[src/hdl/lcle_pkg.sv]
`timescale 1ns / 1ps
// shared types and constants for the literal code packer
// no dependencies
package lcle_pkg;

  localparam int LITERAL_WIDTH = 8;
  localparam int CODE_WIDTH    = LITERAL_WIDTH + 1;
  localparam int ACC_WIDTH     = 7 + 2 * CODE_WIDTH;

  localparam logic [CODE_WIDTH-1:0] CODE_CLEAR    = 9'd256;
  localparam logic [CODE_WIDTH-1:0] CODE_END      = 9'd257;
  localparam logic [CODE_WIDTH-1:0] CODE_FIRST    = 9'd258;
  localparam logic [CODE_WIDTH-1:0] CODE_LIMIT    = 9'd511;
  localparam logic [CODE_WIDTH-1:0] COUNTER_START = 9'd255;

  localparam logic OP_DATA = 1'b0;
  localparam logic OP_END  = 1'b1;

  typedef struct packed {
    logic                     operation;
    logic [LITERAL_WIDTH-1:0] data_byte;
  } in_t;

  typedef struct packed {
    logic [7:0] out_byte;
    logic       last_of_run;
    logic       end_of_stream;
  } out_t;

  typedef struct packed {
    logic                     operation;
    logic                     clear;
    logic [LITERAL_WIDTH-1:0] data_byte;
  } cmd_t;

endpackage

[src/hdl/lzw_compatible_literal_encoder.sv]
`timescale 1ns / 1ps
// literal code packer top level; 9-bit codes packed msb-first into bytes
// first output byte path: queue entry, accumulator, output register
// throughput: one output byte per cycle from the packer while commands are
// queued and the output is not stalled, 1 to 3 bytes per input transaction;
// a two-entry queue lets the front end keep accepting while the packer drains
// reset: code counter to 255, no pending bits, queue and output register empty
module lzw_compatible_literal_encoder (
  input  logic           clk,
  input  logic           rst,
  input  logic           in_valid,
  output logic           in_stall,
  input  lcle_pkg::in_t  in_item,
  output logic           out_valid,
  input  logic           out_stall,
  output lcle_pkg::out_t out_item
);
  import lcle_pkg::*;

  logic q_full;
  logic q_push;
  logic q_pop;
  logic q_nonempty;
  cmd_t push_cmd;
  cmd_t head_cmd;

  lcle_front u_front (
    .clk      (clk),
    .rst      (rst),
    .in_valid (in_valid),
    .in_stall (in_stall),
    .in_item  (in_item),
    .q_full   (q_full),
    .push     (q_push),
    .cmd      (push_cmd)
  );

  lcle_queue u_queue (
    .clk      (clk),
    .rst      (rst),
    .push     (q_push),
    .push_cmd (push_cmd),
    .full     (q_full),
    .pop      (q_pop),
    .nonempty (q_nonempty),
    .head     (head_cmd)
  );

  lcle_back u_back (
    .clk     (clk),
    .rst     (rst),
    .q_valid (q_nonempty),
    .q_cmd   (head_cmd),
    .pop     (q_pop),
    .valid   (out_valid),
    .stall   (out_stall),
    .item    (out_item)
  );

endmodule

[src/hdl/lcle_front.sv]
`timescale 1ns / 1ps
// front end: accepts input transactions, tracks the code counter and
// decides where a clear code goes; depends on lcle_pkg
module lcle_front (
  input  logic         clk,
  input  logic         rst,
  input  logic         in_valid,
  output logic         in_stall,
  input  lcle_pkg::in_t in_item,
  input  logic         q_full,
  output logic         push,
  output lcle_pkg::cmd_t cmd
);
  import lcle_pkg::*;

  logic [CODE_WIDTH-1:0] code_counter;
  logic [CODE_WIDTH-1:0] code_counter_next;
  logic                  need_clear;

  assign in_stall   = q_full;
  assign push       = in_valid && !q_full;
  assign need_clear = (in_item.operation == OP_DATA) && (code_counter == CODE_LIMIT);

  assign cmd.operation = in_item.operation;
  assign cmd.clear     = need_clear;
  assign cmd.data_byte = in_item.data_byte;

  always_comb begin
    if (in_item.operation == OP_END) begin
      code_counter_next = COUNTER_START;
    end else if (need_clear) begin
      code_counter_next = CODE_FIRST + 9'd1;
    end else begin
      code_counter_next = code_counter + 9'd1;
    end
  end

  always_ff @(posedge clk) begin
    if (rst) begin
      code_counter <= COUNTER_START;
    end else if (push) begin
      code_counter <= code_counter_next;
    end
  end

endmodule

[src/hdl/lcle_queue.sv]
`timescale 1ns / 1ps
// two-entry command queue between front end and packer
// depends on lcle_pkg
module lcle_queue (
  input  logic           clk,
  input  logic           rst,
  input  logic           push,
  input  lcle_pkg::cmd_t push_cmd,
  output logic           full,
  input  logic           pop,
  output logic           nonempty,
  output lcle_pkg::cmd_t head
);
  import lcle_pkg::*;

  cmd_t       entry [2];
  logic       wr_ptr;
  logic       rd_ptr;
  logic [1:0] count;

  assign full     = (count == 2'd2);
  assign nonempty = (count != 2'd0);
  assign head     = entry[rd_ptr];

  always_ff @(posedge clk) begin
    if (push) begin
      entry[wr_ptr] <= push_cmd;
    end
  end

  always_ff @(posedge clk) begin
    if (rst) begin
      wr_ptr <= 1'b0;
      rd_ptr <= 1'b0;
      count  <= 2'd0;
    end else begin
      if (push) begin
        wr_ptr <= !wr_ptr;
      end
      if (pop) begin
        rd_ptr <= !rd_ptr;
      end
      if (push && !pop) begin
        count <= count + 2'd1;
      end else if (pop && !push) begin
        count <= count - 2'd1;
      end
    end
  end

endmodule

[src/hdl/lcle_back.sv]
`timescale 1ns / 1ps
// packer: turns queued commands into msb-first code bits and emits one
// byte per cycle through an output register unless stalled; depends on lcle_pkg
module lcle_back (
  input  logic           clk,
  input  logic           rst,
  input  logic           q_valid,
  input  lcle_pkg::cmd_t q_cmd,
  output logic           pop,
  output logic           valid,
  input  logic           stall,
  output lcle_pkg::out_t item
);
  import lcle_pkg::*;

  logic                  busy;
  logic [ACC_WIDTH-1:0]  acc;
  logic [1:0]            bytes_left;
  logic [2:0]            pc;
  logic [6:0]            pend_l;
  logic                  item_end;

  logic                  emit;
  logic                  last_emit;
  logic                  two_codes;
  logic [6:0]            pend_src;
  logic [CODE_WIDTH-1:0] code_a;
  logic [ACC_WIDTH-1:0]  codes;
  logic [4:0]            nbits;
  logic [4:0]            total;
  logic [4:0]            total_up;
  logic [ACC_WIDTH-1:0]  load_acc;
  logic [1:0]            load_n;
  logic [2:0]            load_pc;

  assign emit      = busy && (!valid || !stall);
  assign last_emit = emit && (bytes_left == 2'd1);
  assign pop       = q_valid && (!busy || last_emit);

  // pending bits come straight from the accumulator when loading on the last byte
  assign pend_src  = busy ? acc[ACC_WIDTH-9 -: 7] : pend_l;
  assign two_codes = (q_cmd.operation == OP_DATA) && q_cmd.clear;

  always_comb begin
    if (q_cmd.operation == OP_END) begin
      code_a = CODE_END;
    end else if (q_cmd.clear) begin
      code_a = CODE_CLEAR;
    end else begin
      code_a = {1'b0, q_cmd.data_byte};
    end
    if (two_codes) begin
      codes = {CODE_CLEAR, 1'b0, q_cmd.data_byte, 7'b0};
      nbits = 5'd18;
    end else begin
      codes = {code_a, 16'b0};
      nbits = 5'd9;
    end
    total    = {2'b0, pc} + nbits;
    total_up = total + 5'd7;
    load_acc = {pend_src, 18'b0} | (codes >> pc);
    if (q_cmd.operation == OP_END) begin
      load_n  = total_up[4:3];
      load_pc = 3'd0;
    end else begin
      load_n  = total[4:3];
      load_pc = total[2:0];
    end
  end

  always_ff @(posedge clk) begin
    if (rst) begin
      busy   <= 1'b0;
      valid  <= 1'b0;
      pc     <= 3'd0;
      pend_l <= 7'd0;
    end else begin
      if (emit) begin
        valid <= 1'b1;
      end else if (!stall) begin
        valid <= 1'b0;
      end
      if (pop) begin
        busy <= 1'b1;
        pc   <= load_pc;
      end else if (last_emit) begin
        busy <= 1'b0;
      end
      if (last_emit) begin
        pend_l <= acc[ACC_WIDTH-9 -: 7];
      end
    end
  end

  always_ff @(posedge clk) begin
    if (emit) begin
      item.out_byte      <= acc[ACC_WIDTH-1 -: 8];
      item.last_of_run   <= last_emit;
      item.end_of_stream <= last_emit && item_end;
    end
    if (pop) begin
      acc        <= load_acc;
      bytes_left <= load_n;
      item_end   <= (q_cmd.operation == OP_END);
    end else if (emit) begin
      acc        <= acc << 8;
      bytes_left <= bytes_left - 2'd1;
    end
  end

endmodule

[config.mk]
export PLATFORM = sky130hd
export DESIGN_NAME = lzw_compatible_literal_encoder
export DESIGN_NICKNAME = d
export VERILOG_FILES = /design/src/hdl/lcle_pkg.sv /design/src/hdl/lzw_compatible_literal_encoder.sv /design/src/hdl/lcle_front.sv /design/src/hdl/lcle_queue.sv /design/src/hdl/lcle_back.sv
export SDC_FILE = /design/constraint.sdc
export NUM_CORES = 1
export LEC_CHECK = 0
export BUFFER_PORTS_ARGS = -buffer_cell sky130_fd_sc_hd__clkbuf_2
export CORE_MARGIN = 2
export CORE_UTILIZATION = 35
export CTS_BUF_LIST = sky130_fd_sc_hd__clkbuf_4 sky130_fd_sc_hd__clkbuf_8 sky130_fd_sc_hd__clkbuf_16
export CTS_CLUSTER_SIZE = 10
export DETAILED_ROUTE_END_ITERATION = 6
export HOLD_SLACK_MARGIN = 0.12
export PLACE_DENSITY = 0.59
export RECOVER_POWER = 25
export SLEW_MARGIN = 20
export SYNTH_ARGS = -nofsm -noshare
export SYNTH_HDL_FRONTEND = slang
export SYNTH_SLANG_ARGS = --single-unit
[constraint.sdc]
create_clock -name clk -period 3.15 [get_ports clk]
set_clock_uncertainty 0.2 [all_clocks]
set_input_delay 0.1575 -clock clk [delete_from_list [all_inputs] [get_ports clk]]
set_output_delay 0.1575 -clock clk [all_outputs]
set_load 0.005 [all_outputs]
---- Word-level counts from Yosys, hierarchy flattened ----
Memory sizes are Yosys's and may differ from the RTL's. A register that Yosys moved wholly into a read port is not among the register bits.
Index checks and enable logic that the tools add are counted.
operators by class
  add/sub/neg operators ................... 6
  equality and inequality tests ........... 4
  shift-type cells ........................ 1
  mux-type cells .......................... 23
  bitwise logic cells ..................... 3
  reduce and logical (&&, ||, !) cells .... 23
operator list
  operator                                                                  count
  25-bit 2-to-1 mux                                                         3
  9-bit 2-to-1 mux                                                          4
  25-bit bitwise OR                                                         1
  25-bit by 3-bit >> shifter with 25-bit output                             1
  2-bit 2-to-1 mux                                                          5
  9-bit by 1-bit adder with 9-bit output (second input constant)            1
  9-bit == test (second input constant)                                     1
  1-bit logical AND                                                         9
  1-bit logical NOT                                                         8
  1-bit 2-to-1 mux                                                          8
  2-bit nonzero test                                                        4
  7-bit 2-to-1 mux                                                          1
  3-bit by 5-bit adder with 5-bit output                                    1
  5-bit by 3-bit adder with 5-bit output (second input constant)            1
  5-bit 2-to-1 mux                                                          1
  2-bit by 1-bit subtractor with 2-bit output (second input constant)       2
  3-bit 2-to-1 mux                                                          1
  2-bit by 1-bit adder with 2-bit output (second input constant)            1
  2-bit by 1-bit == test with 1-bit output (second input constant)          1
  2-bit == test (second input constant)                                     1
  1-bit logical OR                                                          2
  2-bit by 1-bit inequality test with 1-bit output (second input constant)  1
  1-bit inverter                                                            2
word-level totals
  flip-flop bits (word level) ............. 63
  bits in writable memories ............... 20
  bits of input ports ..................... 13
  output and inout bits ................... 12
  logic and storage cells ................. 75
  memories kept ........................... 1
memory list
  name           depth  bits a word  rd ports  clocked after memory_dff  wr ports  line              RTL
  u_queue.entry  2      10           1         1                         1         lcle_queue.sv:16  cmd_t entry [2];

---- Longest topological paths before layout ----
  depth after elaboration ................. 9
  depth in mapped cells ................... 11
  gate-level depth less buffers ........... 10

---- By module ----
A second synthesis with hierarchy kept.
unflattened totals
  cell total of the unflattened synthesis .. 375
  area, all modules ....................... 4172.8 um2
by module, submodules not included
  module      times used  cells an instance  area an instance (um2)  sequential area each (um2)
  lcle_back   1           255                2688.8                  1381.3
  lcle_queue  1           53                 928.4                   700.7
  lcle_front  1           67                 555.5                   180.2

---- Worst setup path before layout ----
No wires, ideal clock.
  kind .................................... flip-flop to flip-flop
  from .................................... reg with a tool-made name
  to ...................................... reg u_back.bytes_left[1] (data pin)
  setup time .............................. 0.261 ns
  data arrival time ....................... 2.225 ns
  required time ........................... 2.689 ns
  path slack .............................. 0.464 ns
  stages on the path, launching flop included .. 12
  path buffers ............................ 1
  period minus slack after synthesis ...... 2.686 ns
  cell sequence ........................... dfxtp_1 > buf_6 > nor2_1 > a22o_2 > inv_4 > ha_1 > ha_1 > or4_1 > nor3_1 > nand3b_1 > o211a_1 > o31ai_1
RTL lines
  what                    line              RTL
  end signal: assignment  lcle_back.sv:103  bytes_left <= load_n;
  end signal: assignment  lcle_back.sv:107  bytes_left <= bytes_left - 2'd1;
  end: declaration        lcle_back.sv:18   logic [1:0] bytes_left;

==> results.json <==
{
  "status": "finished, final reports clean",
  "rows": 39,
  "synth-xor-area-share_pct": 1.057,
  "finish.net_count": 409,
  "gp_congestion": 0.8693,
  "antenna_found_initial": 0,
  "drtPass1Iterations": 5,
  "ant_nets": 0,
  "hp-start": "rst",
  "core_um2": 11470,
  "cts_setup_buffers": 0,
  "path_class": "reg2reg",
  "synthMuxAreaShare_pct": 10.75,
  "clk_latency_ns": 0.35,
  "ys_async_sr_fraction_pct": 0,
  "crit_path_max_incr_delay_ns": 0.51,
  "crit_path_top_delay_cell": "or4_1",
  "synth_top_family_by_area": "compound AO/OA/AOI/OAI gates",
  "first_iter_violations": 304,
  "cpMostUsedCell": "nor3_1",
  "first_global_vias": 2737,
  "cts_tree": "built",
  "die_w_um": 112.8,
  "worstMarginPinSlew_ns": 0.8945,
  "slew_violations": 0,
  "p_leak_uw": 0.001778,
  "arrival_ns": 2.78,
  "synth_fa_ha_area_share_pct": 1.812,
  "io_pins": 25,
  "wl_per_cell_um": 15.49,
  "period_share_pct": 91.47,
  "grt_start_max_net_pins": 28,
  "ir_drop_mv": 0.4406,
  "port_buffers": 24,
  "num-fill-cells": 1093,
  "startpoint_type": "flop",
  "setup_tns_ns": 0,
  "clk_pin_slew_worst_paths_ns": 0.07,
  "grt.total_usage_pct": 13.89,
  "finalHoldViolations": 0,
  "grt_first_pass_wirelength_um": 13920,
  "htreeDepth": 3,
  "synth_compound_area_share_pct": 14.31,
  "yosys_warnings": 0,
  "initial_utilization_pct": 36.14,
  "grt_overflow": 0,
  "synth_nets": 378,
  "total_power_uw": 4499,
  "areaGrowthSynthToFinish_pct": 14.79,
  "slew_headroom_pct": 40.15,
  "fin_hold_ws_ns": 0.1621,
  "routed_wl_um": 8332,
  "yosys.area_share.simple_pct": 13.98,
  "syn-cell-area_um2": 4144,
  "syn_inst": 359,
  "cp-end-kind": "flop",
  "clock-root-buffer": "clkbuf_16",
  "ys_seq_area_share_pct": 54.59,
  "period_needed_ns": 2.881,
  "drive_gt1_share_pct": 12.15,
  "synth.avg_cell_area_um2": 11.54,
  "hold_class": "in2reg",
  "drv_cap": 0,
  "crit_chain": "buf_4 -> and4b_1 -> nor3_1 -> ha_1 -> or4_1 -> nor3_1 -> nand3b_1 -> o211a_1 -> o31ai_1",
  "yosys_most_used_dff": "edfxtp_1",
  "die_h_um": 112.8,
  "dr_total_vias": 2915,
  "yosys.cell_types.count": 63,
  "antenna_cells": 0,
  "max_freq_mhz": 347.1,
  "synth_seq_cells": 84,
  "drc": 0,
  "cp_max_fo": 18,
  "synth_edf_count": 58,
  "hpwl_um": 5856,
  "rsz0062_at_grt": "no",
  "cts.sinks": 84,
  "cts_buffers": 9,
  "cts_buffer_depth": 2,
  "via_per_inst": 5.418,
  "setup_violations": 0,
  "worstPathRequired_ns": 3.05,
  "power.density_nw_per_um2": 945.8,
  "die_area_um2": 12730
}
==> Yosys cell counts, drive strengths merged (3+ instances only) <==
master,number,area [um2]
edfxtp,58,1742
nor2,48,180.2
dfxtp,26,520.5
mux2i,25,250.2
nand2,25,93.84
o21ai,18,90.09
a21oi,13,65.06
buf,11,75.07
clkbuf,9,33.78
and3,8,50.05
nor3,8,40.04
inv,7,28.78
mux4,7,172.7
nand3,7,35.03
ha,6,75.07
o221ai,6,52.55
a31oi,5,31.28
nand2b,4,25.02
or3,4,25.02
a211o,3,26.28
nand3b,3,22.52
nor4,3,18.77
o211ai,3,22.52
o21a,3,22.52
o32a,3,30.03
xnor2,3,26.28
==> flip-flops by register name, indices dropped and copies added (netlist names), 2 cells and up, named ones only <==
register	flops
u_back.acc	25
u_back.bytes_left	2
u_back.item	10
u_back.pc	3
u_back.pend_l	7
u_front.code_counter	9
u_queue.count	2
u_queue.entry	20
==> power breakdown <==
group / total (uW) / switching, uW / internal (uW)
registers: 1860 / 164 / 1690
logic: 1630 / 985 / 641
clock network: 1020 / 446 / 570
total: 4500 / 1600 / 2900
==> what timing repair did <==
action | 4_1_cts | 5_1_grt
hold buffers | 10 | 0
hold endpoints to repair | 28 | 0
gates resized for setup | 0 | 0
==> cells in the final DEF, fill, tap and decap left out, drive strengths merged, types with 8 or more instances in the layout <==
cell type / count
dlygate4sd3: 10
inv: 10
edfxtp: 58
and3: 8
clkbuf: 34
nor3: 8
nand2: 25
o21ai: 18
nor2: 48
dfxtp: 26
a21oi: 13
mux2i: 25
==> worst paths after layout <==
path / to / slack (ns) / depth (start not counted)
max reg2reg: u_back.bytes_left[1]$_DFFE_PP_ / 0.27 / 9
min: u_back.pc[2]$_SDFFE_PP0P_ / 0.16 / 2
max: u_back.bytes_left[1]$_DFFE_PP_ / 0.27 / 9
min reg2reg: u_back.item[8]$_DFFE_PP_ / 0.22 / 0
==> critical path: cells and delay by family (launching register included) <==
family	cells	cell delay (ns)
AOI/OAI and AO/OA	2	0.24
adders and majority gates	1	0.24
and+or+nand+nor	5	1.29
DFF	1	0.38
buffers and inverters	1	0.30
==> final cells by class <==
type,instances,area (um2),area share (%)
Sequential cell,84,2262,47.55
Multi-Input combinational cell,246,1737,36.51
Timing Repair Buffer,40,249.0,5.234
Clock buffer,10,239.0,5.024
Tap cell,143,178.9,3.761
Clock inverter,6,55.05,1.157
Inverter,9,36.28,0.7628
==> metal layers <==
| layer | track usage, % | vias to the layer above | part of all wire, % |
|---|---|---|---|
| li1 | - | 1434 | - |
| met1 | 17.73 | 1392 | 45 |
| met4 | 4.309 | 0 | 1.5 |
| met5 | 0 | - | 0 |
| met2 | 22.00 | 77 | 48 |
| met3 | 5.249 | 12 | 5.8 |
==> cell families after synthesis <==
group | after synthesis
AO/OA/AOI/OAI | 80
XOR/XNOR | 5
adder cells (fa/ha/maj) | 6
buffers and inverters | 29
flip-flops | 84
multiplexers | 34
AND/OR/NAND/NOR | 121
==> through the flow <==
step                cell area [um2]  util (%)  cells  setup WS (ns)
floorplan                      4144         -    359         0.4636
global placement               4379     38.19    512         0.3385
detailed placement             4379     38.19    512         0.2702
CTS                            4773     41.63    538         0.2702
global route                   4757     41.48    538        0.08197
finish                         4757     41.48    538         0.2687
No activity file was read; power rests on OpenSTA's default activity.
